`config.mk`:
```
export PLATFORM = sky130hd
export DESIGN_NAME = screen_transition_wipe_mask_unit
export DESIGN_NICKNAME = d
export VERILOG_FILES = /design/src/rtl/swm_pkg.sv /design/src/rtl/swm_apb.sv /design/src/rtl/swm_geom.sv /design/src/rtl/swm_reveal.sv /design/src/rtl/screen_transition_wipe_mask_unit.sv
export SDC_FILE = /design/constraint.sdc
export NUM_CORES = 2
export LEC_CHECK = 0
export ABC_AREA = 1
export BUFFER_PORTS_ARGS = -buffer_cell sky130_fd_sc_hd__buf_2
export CAP_MARGIN = 10
export CORE_ASPECT_RATIO = 0.5
export CORE_UTILIZATION = 60
export CTS_CLUSTER_DIAMETER = 150
export CTS_CLUSTER_SIZE = 12
export DETAILED_ROUTE_END_ITERATION = 10
export GPL_TIMING_DRIVEN = 0
export PLACE_DENSITY = 0.85
export SYNTH_ARGS = -nofsm -noshare
export SYNTH_HDL_FRONTEND = slang
export SYNTH_SLANG_ARGS = --single-unit
```
`constraint.sdc`:
```
create_clock -name i_clk -period 27.9 [get_ports i_clk]
set_clock_uncertainty 0.2 [all_clocks]
set_input_delay 4.185 -clock i_clk [delete_from_list [all_inputs] [get_ports i_clk]]
set_output_delay 4.185 -clock i_clk [all_outputs]
set_load 0.05 [all_outputs]
```
`src/rtl/swm_pkg.sv`:
```
// Shared types and constants for the screen wipe mask unit.
// No dependencies; every other file imports this package.
`timescale 1ns / 1ps

package swm_pkg;

    // Default geometry, handed to the top level parameters
    localparam int SCREEN_WIDTH_DEF  = 800;
    localparam int SCREEN_HEIGHT_DEF = 480;
    localparam int BLIND_COUNT_DEF   = 8;

    // Fixed wipe constants
    localparam int RADIUS_PER_STEP = 3;
    localparam int SHRINK_START    = 468;
    localparam int CLOSE_STRIP     = 40;
    localparam int BLOCK_GRID      = 8;

    // Fixed-point shift of the reciprocal used for division by a period
    localparam int RECIP_SHIFT = 16;

    // Register map
    localparam int REG_WIPE_MODE = 0;
    localparam int MODE_W        = 4;

    typedef enum logic [MODE_W-1:0] {
        MODE_CIRCLE_GROW   = 4'd0,
        MODE_CIRCLE_SHRINK = 4'd1,
        MODE_DOWN          = 4'd2,
        MODE_UP            = 4'd3,
        MODE_LEFT          = 4'd4,
        MODE_RIGHT         = 4'd5,
        MODE_COL_BLINDS    = 4'd6,
        MODE_ROW_BLINDS    = 4'd7,
        MODE_CLOSE         = 4'd8,
        MODE_MID           = 4'd9,
        MODE_BLOCKS        = 4'd10
    } t_wipe_mode;

    // Operands handed from the arithmetic stages to the compare stage
    typedef struct packed {
        logic [9:0]         x;
        logic [8:0]         y;
        logic [9:0]         s;
        logic [23:0]        old_pixel;
        logic [23:0]        new_pixel;
        logic [21:0]        d2;        // dx^2 + dy^2
        logic [23:0]        r0sq;      // (3s)^2
        logic               r1_neg;    // shrink radius below zero
        logic [17:0]        r1sq;      // shrink radius squared
        logic [15:0]        rc;        // close strip width
        logic signed [11:0] wmx;       // W-1-x
        logic signed [11:0] ws;        // W-1-s
        logic signed [11:0] hs;        // H-1-s
        logic [10:0]        absdx;
        logic [9:0]         mod_cb;    // x mod column period
        logic [9:0]         mod_rb;    // y mod row period
        logic [8:0]         blk_sum;   // block column + block row
    } t_geom;

    function automatic int period_or_one(input int p);
        return (p > 0) ? p : 1;
    endfunction

endpackage

```
`src/rtl/swm_apb.sv`:
```
// APB-style configuration register for the wipe mask unit (wipe mode).
// Depends on swm_pkg.
`timescale 1ns / 1ps

module swm_apb (
    input  logic                       i_clk,
    input  logic                       i_rst_n,
    input  logic                       psel,
    input  logic                       penable,
    input  logic                       pwrite,
    input  logic [2:0]                 paddr,
    input  logic [31:0]                pwdata,
    output logic [31:0]                prdata,
    output logic                       pready,
    output logic [swm_pkg::MODE_W-1:0] o_mode
);
    import swm_pkg::*;

    logic [MODE_W-1:0] r_wipe_mode;
    logic              w_hit;

    // word index is paddr[2]; byte lanes ignored
    assign w_hit  = (paddr[2] == 1'(REG_WIPE_MODE));
    assign pready = 1'b1;

    always_ff @(posedge i_clk) begin
        if (!i_rst_n) begin
            r_wipe_mode <= MODE_CIRCLE_GROW;
        end else if (psel && penable && pwrite && pready && w_hit) begin
            r_wipe_mode <= pwdata[MODE_W-1:0];
        end
    end

    assign prdata = w_hit ? {{(32-MODE_W){1'b0}}, r_wipe_mode} : 32'd0;
    assign o_mode = r_wipe_mode;

endmodule

```
`src/rtl/swm_geom.sv`:
```
// Three arithmetic stages of the wipe mask: offsets, squares, remainders.
// Depends on swm_pkg.
`timescale 1ns / 1ps

module swm_geom #(
    parameter int SCREEN_WIDTH  = swm_pkg::SCREEN_WIDTH_DEF,
    parameter int SCREEN_HEIGHT = swm_pkg::SCREEN_HEIGHT_DEF,
    parameter int BLIND_COUNT   = swm_pkg::BLIND_COUNT_DEF
) (
    input  logic           i_clk,
    input  logic           i_rst_n,
    input  logic           i_valid,
    output logic           o_ready,
    input  logic [9:0]     i_pixel_x,
    input  logic [8:0]     i_pixel_y,
    input  logic [9:0]     i_step_index,
    input  logic [23:0]    i_old_pixel,
    input  logic [23:0]    i_new_pixel,
    output logic           o_valid,
    input  logic           i_ready,
    output swm_pkg::t_geom o_geom
);
    import swm_pkg::*;

    localparam int PCB = period_or_one(SCREEN_WIDTH / BLIND_COUNT);
    localparam int PRB = period_or_one(SCREEN_HEIGHT / BLIND_COUNT);
    localparam int PBX = period_or_one(SCREEN_WIDTH / BLOCK_GRID);
    localparam int PBY = period_or_one(SCREEN_HEIGHT / BLOCK_GRID);
    localparam int MCB = (1 << RECIP_SHIFT) / PCB;
    localparam int MRB = (1 << RECIP_SHIFT) / PRB;
    localparam int MBX = (1 << RECIP_SHIFT) / PBX;
    localparam int MBY = (1 << RECIP_SHIFT) / PBY;

    localparam logic signed [11:0] CX     = 12'(SCREEN_WIDTH / 2);
    localparam logic signed [11:0] CY     = 12'(SCREEN_HEIGHT / 2);
    localparam logic signed [11:0] W_LAST = 12'(SCREEN_WIDTH - 1);
    localparam logic signed [11:0] H_LAST = 12'(SCREEN_HEIGHT - 1);

    typedef struct packed {
        logic [9:0]         x;
        logic [8:0]         y;
        logic [9:0]         s;
        logic [23:0]        old_pixel;
        logic [23:0]        new_pixel;
        logic signed [11:0] dx;
        logic signed [11:0] dy;
        logic [11:0]        r0;
        logic signed [12:0] r1;
        logic [15:0]        rc;
        logic signed [11:0] wmx;
        logic signed [11:0] ws;
        logic signed [11:0] hs;
        logic [7:0]         qcb;
        logic [7:0]         qrb;
        logic [7:0]         qbx;
        logic [7:0]         qby;
    } t_s1;

    typedef struct packed {
        logic [9:0]         x;
        logic [8:0]         y;
        logic [9:0]         s;
        logic [23:0]        old_pixel;
        logic [23:0]        new_pixel;
        logic [20:0]        dx2;
        logic [20:0]        dy2;
        logic [23:0]        r0sq;
        logic               r1_neg;
        logic [17:0]        r1sq;
        logic [15:0]        rc;
        logic signed [11:0] wmx;
        logic signed [11:0] ws;
        logic signed [11:0] hs;
        logic [10:0]        absdx;
        logic [10:0]        rem_cb;
        logic [10:0]        rem_rb;
        logic [10:0]        rem_bx;
        logic [10:0]        rem_by;
        logic [7:0]         qbx;
        logic [7:0]         qby;
    } t_s2;

    t_s1   r_s1, n_s1;
    t_s2   r_s2, n_s2;
    t_geom r_s3, n_s3;
    logic  r_v1, r_v2, r_v3;
    logic  w_en1, w_en2, w_en3;

    logic signed [23:0] w_dx_sq, w_dy_sq;
    logic [23:0]        w_r0_sq;
    logic [17:0]        w_r1_sq;
    logic signed [11:0] w_ndx;
    logic [10:0]        w_cb_fix, w_rb_fix;
    logic [7:0]         w_qbx_fix, w_qby_fix;
    logic [11:0]        w_3s;

    // a stage loads when empty or when the stage after it moves
    assign w_en3   = !r_v3 || i_ready;
    assign w_en2   = !r_v2 || w_en3;
    assign w_en1   = !r_v1 || w_en2;
    assign o_ready = w_en1;

    // stage 1: offsets from center, radii, reciprocal quotient estimates
    assign w_3s = {1'b0, i_step_index, 1'b0} + {2'b00, i_step_index};

    always_comb begin
        n_s1.x         = i_pixel_x;
        n_s1.y         = i_pixel_y;
        n_s1.s         = i_step_index;
        n_s1.old_pixel = i_old_pixel;
        n_s1.new_pixel = i_new_pixel;
        n_s1.dx        = $signed({2'b00, i_pixel_x}) - CX;
        n_s1.dy        = $signed({3'b000, i_pixel_y}) - CY;
        n_s1.r0        = w_3s;
        n_s1.r1        = 13'(SHRINK_START) - $signed({1'b0, w_3s});
        n_s1.rc        = 16'(({6'd0, i_step_index} + 16'd1) * 16'(CLOSE_STRIP));
        n_s1.wmx       = W_LAST - $signed({2'b00, i_pixel_x});
        n_s1.ws        = W_LAST - $signed({2'b00, i_step_index});
        n_s1.hs        = H_LAST - $signed({2'b00, i_step_index});
        // estimate is the true quotient or one below
        n_s1.qcb = 8'((25'(i_pixel_x) * 25'(MCB)) >> RECIP_SHIFT);
        n_s1.qrb = 8'((25'(i_pixel_y) * 25'(MRB)) >> RECIP_SHIFT);
        n_s1.qbx = 8'((25'(i_pixel_x) * 25'(MBX)) >> RECIP_SHIFT);
        n_s1.qby = 8'((25'(i_pixel_y) * 25'(MBY)) >> RECIP_SHIFT);
    end

    // stage 2: squares and remainders against the estimates
    assign w_dx_sq = r_s1.dx * r_s1.dx;
    assign w_dy_sq = r_s1.dy * r_s1.dy;
    assign w_r0_sq = r_s1.r0 * r_s1.r0;
    assign w_r1_sq = r_s1.r1[8:0] * r_s1.r1[8:0];
    assign w_ndx   = -r_s1.dx;

    always_comb begin
        n_s2.x         = r_s1.x;
        n_s2.y         = r_s1.y;
        n_s2.s         = r_s1.s;
        n_s2.old_pixel = r_s1.old_pixel;
        n_s2.new_pixel = r_s1.new_pixel;
        n_s2.dx2       = w_dx_sq[20:0];
        n_s2.dy2       = w_dy_sq[20:0];
        n_s2.r0sq      = w_r0_sq;
        n_s2.r1_neg    = r_s1.r1[12];
        n_s2.r1sq      = w_r1_sq;
        n_s2.rc        = r_s1.rc;
        n_s2.wmx       = r_s1.wmx;
        n_s2.ws        = r_s1.ws;
        n_s2.hs        = r_s1.hs;
        n_s2.absdx     = r_s1.dx[11] ? w_ndx[10:0] : r_s1.dx[10:0];
        n_s2.rem_cb    = {1'b0, r_s1.x} - 11'({3'b000, r_s1.qcb} * 11'(PCB));
        n_s2.rem_rb    = {2'b00, r_s1.y} - 11'({3'b000, r_s1.qrb} * 11'(PRB));
        n_s2.rem_bx    = {1'b0, r_s1.x} - 11'({3'b000, r_s1.qbx} * 11'(PBX));
        n_s2.rem_by    = {2'b00, r_s1.y} - 11'({3'b000, r_s1.qby} * 11'(PBY));
        n_s2.qbx       = r_s1.qbx;
        n_s2.qby       = r_s1.qby;
    end

    // stage 3: distance sum, one-step quotient correction
    assign w_cb_fix  = r_s2.rem_cb - 11'(PCB);
    assign w_rb_fix  = r_s2.rem_rb - 11'(PRB);
    assign w_qbx_fix = r_s2.qbx + 8'(r_s2.rem_bx >= 11'(PBX));
    assign w_qby_fix = r_s2.qby + 8'(r_s2.rem_by >= 11'(PBY));

    always_comb begin
        n_s3.x         = r_s2.x;
        n_s3.y         = r_s2.y;
        n_s3.s         = r_s2.s;
        n_s3.old_pixel = r_s2.old_pixel;
        n_s3.new_pixel = r_s2.new_pixel;
        n_s3.d2        = {1'b0, r_s2.dx2} + {1'b0, r_s2.dy2};
        n_s3.r0sq      = r_s2.r0sq;
        n_s3.r1_neg    = r_s2.r1_neg;
        n_s3.r1sq      = r_s2.r1sq;
        n_s3.rc        = r_s2.rc;
        n_s3.wmx       = r_s2.wmx;
        n_s3.ws        = r_s2.ws;
        n_s3.hs        = r_s2.hs;
        n_s3.absdx     = r_s2.absdx;
        n_s3.mod_cb    = (r_s2.rem_cb >= 11'(PCB)) ? w_cb_fix[9:0] : r_s2.rem_cb[9:0];
        n_s3.mod_rb    = (r_s2.rem_rb >= 11'(PRB)) ? w_rb_fix[9:0] : r_s2.rem_rb[9:0];
        n_s3.blk_sum   = {1'b0, w_qbx_fix} + {1'b0, w_qby_fix};
    end

    always_ff @(posedge i_clk) begin
        if (!i_rst_n) begin
            r_v1 <= 1'b0;
            r_v2 <= 1'b0;
            r_v3 <= 1'b0;
        end else begin
            if (w_en1) r_v1 <= i_valid;
            if (w_en2) r_v2 <= r_v1;
            if (w_en3) r_v3 <= r_v2;
        end
    end

    always_ff @(posedge i_clk) begin
        if (w_en1) r_s1 <= n_s1;
        if (w_en2) r_s2 <= n_s2;
        if (w_en3) r_s3 <= n_s3;
    end

    assign o_valid = r_v3;
    assign o_geom  = r_s3;

endmodule

```
`src/rtl/swm_reveal.sv`:
```
// Final stage of the wipe mask: per-mode reveal test and pixel select.
// Depends on swm_pkg; fed by swm_geom.
`timescale 1ns / 1ps

module swm_reveal (
    input  logic                       i_clk,
    input  logic                       i_rst_n,
    input  logic                       i_valid,
    output logic                       o_ready,
    input  swm_pkg::t_geom             i_geom,
    input  logic [swm_pkg::MODE_W-1:0] i_mode,
    output logic                       o_valid,
    input  logic                       i_ready,
    output logic [23:0]                o_pixel_out,
    output logic                       o_revealed
);
    import swm_pkg::*;

    logic        r_valid;
    logic [23:0] r_pixel;
    logic        r_revealed;
    logic        w_en;
    logic        w_show;

    assign w_en    = !r_valid || i_ready;
    assign o_ready = w_en;

    always_comb begin
        case (i_mode)
            MODE_CIRCLE_GROW:   w_show = {2'b00, i_geom.d2} <= i_geom.r0sq;
            MODE_CIRCLE_SHRINK: w_show = i_geom.r1_neg || (i_geom.d2 >= {4'd0, i_geom.r1sq});
            MODE_DOWN:          w_show = {1'b0, i_geom.y} <= i_geom.s;
            MODE_UP:            w_show = $signed({3'b000, i_geom.y}) >= i_geom.hs;
            MODE_LEFT:          w_show = $signed({2'b00, i_geom.x}) >= i_geom.ws;
            MODE_RIGHT:         w_show = i_geom.x <= i_geom.s;
            MODE_COL_BLINDS:    w_show = i_geom.mod_cb <= i_geom.s;
            MODE_ROW_BLINDS:    w_show = i_geom.mod_rb <= i_geom.s;
            // right edge distance is negative for columns past the screen
            MODE_CLOSE:         w_show = ({6'd0, i_geom.x} < i_geom.rc) || i_geom.wmx[11]
                                         || ({5'd0, i_geom.wmx[10:0]} < i_geom.rc);
            MODE_MID:           w_show = i_geom.absdx <= {1'b0, i_geom.s};
            MODE_BLOCKS:        w_show = {1'b0, i_geom.blk_sum} <= i_geom.s;
            default:            w_show = 1'b1;  // unused codes: hard cut
        endcase
    end

    always_ff @(posedge i_clk) begin
        if (!i_rst_n) begin
            r_valid <= 1'b0;
        end else if (w_en) begin
            r_valid <= i_valid;
        end
    end

    always_ff @(posedge i_clk) begin
        if (w_en) begin
            r_revealed <= w_show;
            r_pixel    <= w_show ? i_geom.new_pixel : i_geom.old_pixel;
        end
    end

    assign o_valid     = r_valid;
    assign o_pixel_out = r_pixel;
    assign o_revealed  = r_revealed;

endmodule

```
`src/rtl/screen_transition_wipe_mask_unit.sv`:
```
// Top level of the screen wipe mask unit: config register plus 4-stage pipe.
// Depends on swm_pkg, swm_apb, swm_geom, swm_reveal.
//
//   port group       dir  handshake        carries
//   pixel in         in   i_valid/o_ready  x, y, step, old pixel, new B/G/R
//   pixel out        out  o_valid/i_ready  composed pixel, reveal flag
//   config (APB)     in   psel/penable     wipe mode register at address 0
//
// One pixel beat per cycle unless the output stalls; each beat is registered
// in turn by offsets, squares, remainder fix and mode compare before output.
// Each stage has its own valid bit and loads when empty or when the next one
// moves, so bubbles close up under a stalled output and nothing is dropped.
// Synchronous active-low reset clears the valid bits and sets mode 0.
`timescale 1ns / 1ps

module screen_transition_wipe_mask_unit #(
    parameter int SCREEN_WIDTH  = swm_pkg::SCREEN_WIDTH_DEF,
    parameter int SCREEN_HEIGHT = swm_pkg::SCREEN_HEIGHT_DEF,
    parameter int BLIND_COUNT   = swm_pkg::BLIND_COUNT_DEF
) (
    input  logic        i_clk,
    input  logic        i_rst_n,
    input  logic        i_valid,
    output logic        o_ready,
    input  logic [9:0]  i_pixel_x,
    input  logic [8:0]  i_pixel_y,
    input  logic [9:0]  i_step_index,
    input  logic [23:0] i_old_pixel,
    input  logic [7:0]  i_new_blue,
    input  logic [7:0]  i_new_green,
    input  logic [7:0]  i_new_red,
    output logic        o_valid,
    input  logic        i_ready,
    output logic [23:0] o_pixel_out,
    output logic        o_revealed,
    input  logic        psel,
    input  logic        penable,
    input  logic        pwrite,
    input  logic [2:0]  paddr,
    input  logic [31:0] pwdata,
    output logic [31:0] prdata,
    output logic        pready
);
    import swm_pkg::*;

    logic [MODE_W-1:0] w_mode;
    logic              w_geom_valid;
    logic              w_geom_ready;
    t_geom             w_geom;

    swm_apb u_apb (
        .i_clk   (i_clk),
        .i_rst_n (i_rst_n),
        .psel    (psel),
        .penable (penable),
        .pwrite  (pwrite),
        .paddr   (paddr),
        .pwdata  (pwdata),
        .prdata  (prdata),
        .pready  (pready),
        .o_mode  (w_mode)
    );

    swm_geom #(
        .SCREEN_WIDTH  (SCREEN_WIDTH),
        .SCREEN_HEIGHT (SCREEN_HEIGHT),
        .BLIND_COUNT   (BLIND_COUNT)
    ) u_geom (
        .i_clk        (i_clk),
        .i_rst_n      (i_rst_n),
        .i_valid      (i_valid),
        .o_ready      (o_ready),
        .i_pixel_x    (i_pixel_x),
        .i_pixel_y    (i_pixel_y),
        .i_step_index (i_step_index),
        .i_old_pixel  (i_old_pixel),
        .i_new_pixel  ({i_new_red, i_new_green, i_new_blue}),
        .o_valid      (w_geom_valid),
        .i_ready      (w_geom_ready),
        .o_geom       (w_geom)
    );

    swm_reveal u_reveal (
        .i_clk       (i_clk),
        .i_rst_n     (i_rst_n),
        .i_valid     (w_geom_valid),
        .o_ready     (w_geom_ready),
        .i_geom      (w_geom),
        .i_mode      (w_mode),
        .o_valid     (o_valid),
        .i_ready     (i_ready),
        .o_pixel_out (o_pixel_out),
        .o_revealed  (o_revealed)
    );

    // reset empties the pipe
    a_reset_empty: assert property (@(posedge i_clk) !i_rst_n |=> !o_valid)
        else $error("output valid after reset");

    // input can only stall when every stage is full and the output is held
    a_stall_full: assert property (@(posedge i_clk) disable iff (!i_rst_n)
        !o_ready |-> (o_valid && !i_ready && w_geom_valid))
        else $error("input stalled with room in the pipe");

    // a config write lands in the mode register
    a_cfg_write: assert property (@(posedge i_clk) disable iff (!i_rst_n)
        (psel && penable && pwrite && (paddr[2] == 1'(REG_WIPE_MODE)))
        |=> (w_mode == $past(pwdata[MODE_W-1:0])))
        else $error("wipe mode write lost");

endmodule
```
==> impl_metrics.tcl <==
set metrics [dict create \
    status "finished, final reports clean" \
    floorplan.core_area_um2 70970 \
    synth_warnings 0 \
    avgSynthCellArea_um2 10.72 \
    die_x_um 380.9 \
    launching_element_type_of_the_critical_path "input pin" \
    path_clk_slew_ns 0.06 \
    rows 69 \
    grt_total_ovfl 0 \
    layout_commonest_cell "sky130_fd_sc_hd__inv_1" \
    grt_start_max_net_pins 135 \
    cp.required_ns 23.52 \
    timing.critical_path.fanout_max 73 \
    postRouteWirelength_um 95020 \
    max_cap_violations 0 \
    clock_root_buffer_master "sky130_fd_sc_hd__clkbuf_16" \
    rsz_0062_raised_after_global_routing "no" \
    totalNegativeSetupSlack_ns 0 \
    critPathArrivalTime_ns 7.03 \
    postRouteAntennaNets 0 \
    postSynthRegisterBits 610 \
    yosysSeqAreaShare_pct 42.35 \
    post_synth_instance_area_um2 43060 \
    max_clock_freq_mhz 87.58 \
    finalWeightedCongestion 0.9263 \
    globalRouteTotalUtil_pct 26.22 \
    syn-instance-count 4016 \
    synth_enable_flop_cells 602 \
    die-height_um 191.4 \
    nets 5189 \
    via_count_of_the_first_global_routing_pass 29720 \
    worstSetupPathType "in2out" \
    area_growth_pct 8.522 \
    grt_pass1_wl_um 150200 \
    worst_setup_path_end_kind "output port" \
    ys_dominant_reg_cell "sky130_fd_sc_hd__edfxtp_1" \
    drv_slew 0 \
    fin_crit_ns 11.42 \
    final_core_utilization_pct 65.85 \
    layout.cells.most_common_list "sky130_fd_sc_hd__inv_1, sky130_fd_sc_hd__nand2_1, sky130_fd_sc_hd__edfxtp_1" \
    clock-sinks 610 \
    timing_worst_slew_pin_value_ns 1.147 \
    setup_violation_total_in_the_final_timing_report 0 \
    place_area_um2 45110 \
    cts_made_buffers 56 \
    initial_utilization_pct 60.68 \
    cts-root-to-sink-buffers 3 \
    io_pins 179 \
    clock_latency_ns 0.65 \
    async_reset_ff_share_pct 0 \
    place.port_buffers 119 \
    ctsResizeCount 0 \
    final.period_utilization_pct 40.92 \
    stdcell_area_um2 46730 \
    routed_via_density 5.464 \
    drt_first_iter_violations 2570 \
    htree_levels 2 \
    drt-pass1-iter-count 8 \
    route.detailed.wl_per_inst_um 18.20 \
    drc 0 \
    post_cts_hold_buffer_count 0 \
    overall_die_area_um2 72910 \
    post_cts.repair.setup_buffers 0 \
    tritoncts_clock_tree "yes" \
    holdCritPathClass "reg2reg" \
    via_count 28530 \
    ys_types 51 \
    drive_above_1_share_pct 5.712 \
    final-hold-violation-count 0 \
    hpwl_um 71970 \
    grt_antenna_before_repair 8 \
    max_slew_margin_pct 23.46 \
]
[logic make-up after synthesis]
group	count (synthesis)	synth area share, %
AO/OA/AOI/OAI	346	4.446
XOR/XNOR	204	4.149
adder cells (fa/ha/maj)	845	30.34
buffers and inverters	1033	9.295
flip-flops	610	42.35
multiplexers	4	0.1017
other	2	0.01744
AND/OR/NAND/NOR	972	9.301
[through the flow]
stage / hold slack (ns) / worst slack, ns / instances
final: 0.1927 / 16.48 / 5222
after global placement: 0.2002 / 6.509 / 5120
after detailed placement: 0.2045 / 16.54 / 5125
after global routing: 0.2033 / 16.34 / 5220
after floorplan: 0.2003 / 10.70 / 4043
after CTS: 0.1887 / 16.45 / 5212
[final timing paths]
kind,start,to,slack [ns],cells after the start
hold / removal,u_geom.n_s3[181],u_geom.o_geom[181],0.19,0
hold reg to reg,u_geom.n_s3[181],u_geom.o_geom[181],0.19,0
setup reg to reg,u_geom.r_s1[98],u_geom.n_s3[129],21.71,18
setup / recovery,i_ready,o_ready,16.48,8
[routing by layer]
layer | track usage (%) | up-vias | wire length, µm
li1 | - | 13220 | -
met1 | 34.40 | 13880 | 37550
met2 | 45.50 | 1213 | 47250
met3 | 2.776 | 221 | 7113
met4 | 9.561 | 0 | 3115
met5 | 0 | - | 0
[sequential cells by signal (all words and copies together) (netlist names)]
| signal | cells |
|---|---|
| u_apb.o_mode | 4 |
| u_geom.n_s2 | 102 |
| u_geom.n_s3 | 156 |
| u_geom.o_geom | 204 |
| u_geom.o_valid | 1 |
| u_geom.r_s1 | 48 |
| u_geom.r_s2 | 67 |
| u_geom.r_v1 | 1 |
| u_geom.r_v2 | 1 |
| u_reveal.o_pixel_out | 24 |
| u_reveal.o_revealed | 1 |
| u_reveal.o_valid | 1 |
[synth_stat cells (9+ instances only)]
master,instances,share of area [%]
sky130_fd_sc_hd__inv_1,943,8.2
sky130_fd_sc_hd__nand2_1,640,5.6
sky130_fd_sc_hd__edfxtp_1,602,42
sky130_fd_sc_hd__ha_1,513,15
sky130_fd_sc_hd__fa_1,332,15
sky130_fd_sc_hd__a21oi_1,195,2.3
sky130_fd_sc_hd__nor2_1,153,1.3
sky130_fd_sc_hd__xor2_1,148,3.0
sky130_fd_sc_hd__nand3_1,85,0.99
sky130_fd_sc_hd__o21ai_0,70,0.81
sky130_fd_sc_hd__xnor2_1,56,1.1
sky130_fd_sc_hd__clkbuf_1,49,0.43
sky130_fd_sc_hd__nand4_1,44,0.64
sky130_fd_sc_hd__buf_4,30,0.52
sky130_fd_sc_hd__nor3_1,24,0.28
sky130_fd_sc_hd__o21bai_1,13,0.23
sky130_fd_sc_hd__a21o_1,12,0.21
sky130_fd_sc_hd__a31oi_1,12,0.17
sky130_fd_sc_hd__o21ai_1,9,0.10
[critical path, cell delays in order]
cell and delay [ns]:
sky130_fd_sc_hd__buf_2 0.10, sky130_fd_sc_hd__nor2_1 0.10, sky130_fd_sc_hd__inv_1 0.49, sky130_fd_sc_hd__nor2_1 0.51
sky130_fd_sc_hd__inv_8 0.28, sky130_fd_sc_hd__nor2_1 0.56, sky130_fd_sc_hd__nand2_4 0.43, sky130_fd_sc_hd__buf_2 0.35
[layout make-up]
| type | count | area, µm² |
|---|---|---|
| clock buffers | 83 | 1503 |
| repair buffers | 124 | 725.7 |
| fillers | 4948 | 24230 |
| multi-input cells | 2400 | 20930 |
| plain buffers | 86 | 447.9 |
| clock inverters | 4 | 93.84 |
| well taps | 958 | 1199 |
| flip-flops and latches | 610 | 18240 |
| inverters | 947 | 3570 |
| diodes | 10 | 25.02 |
Power is not shown: default switching activity piles up to over one toggle a cycle in this logic, so the estimate is an artifact.
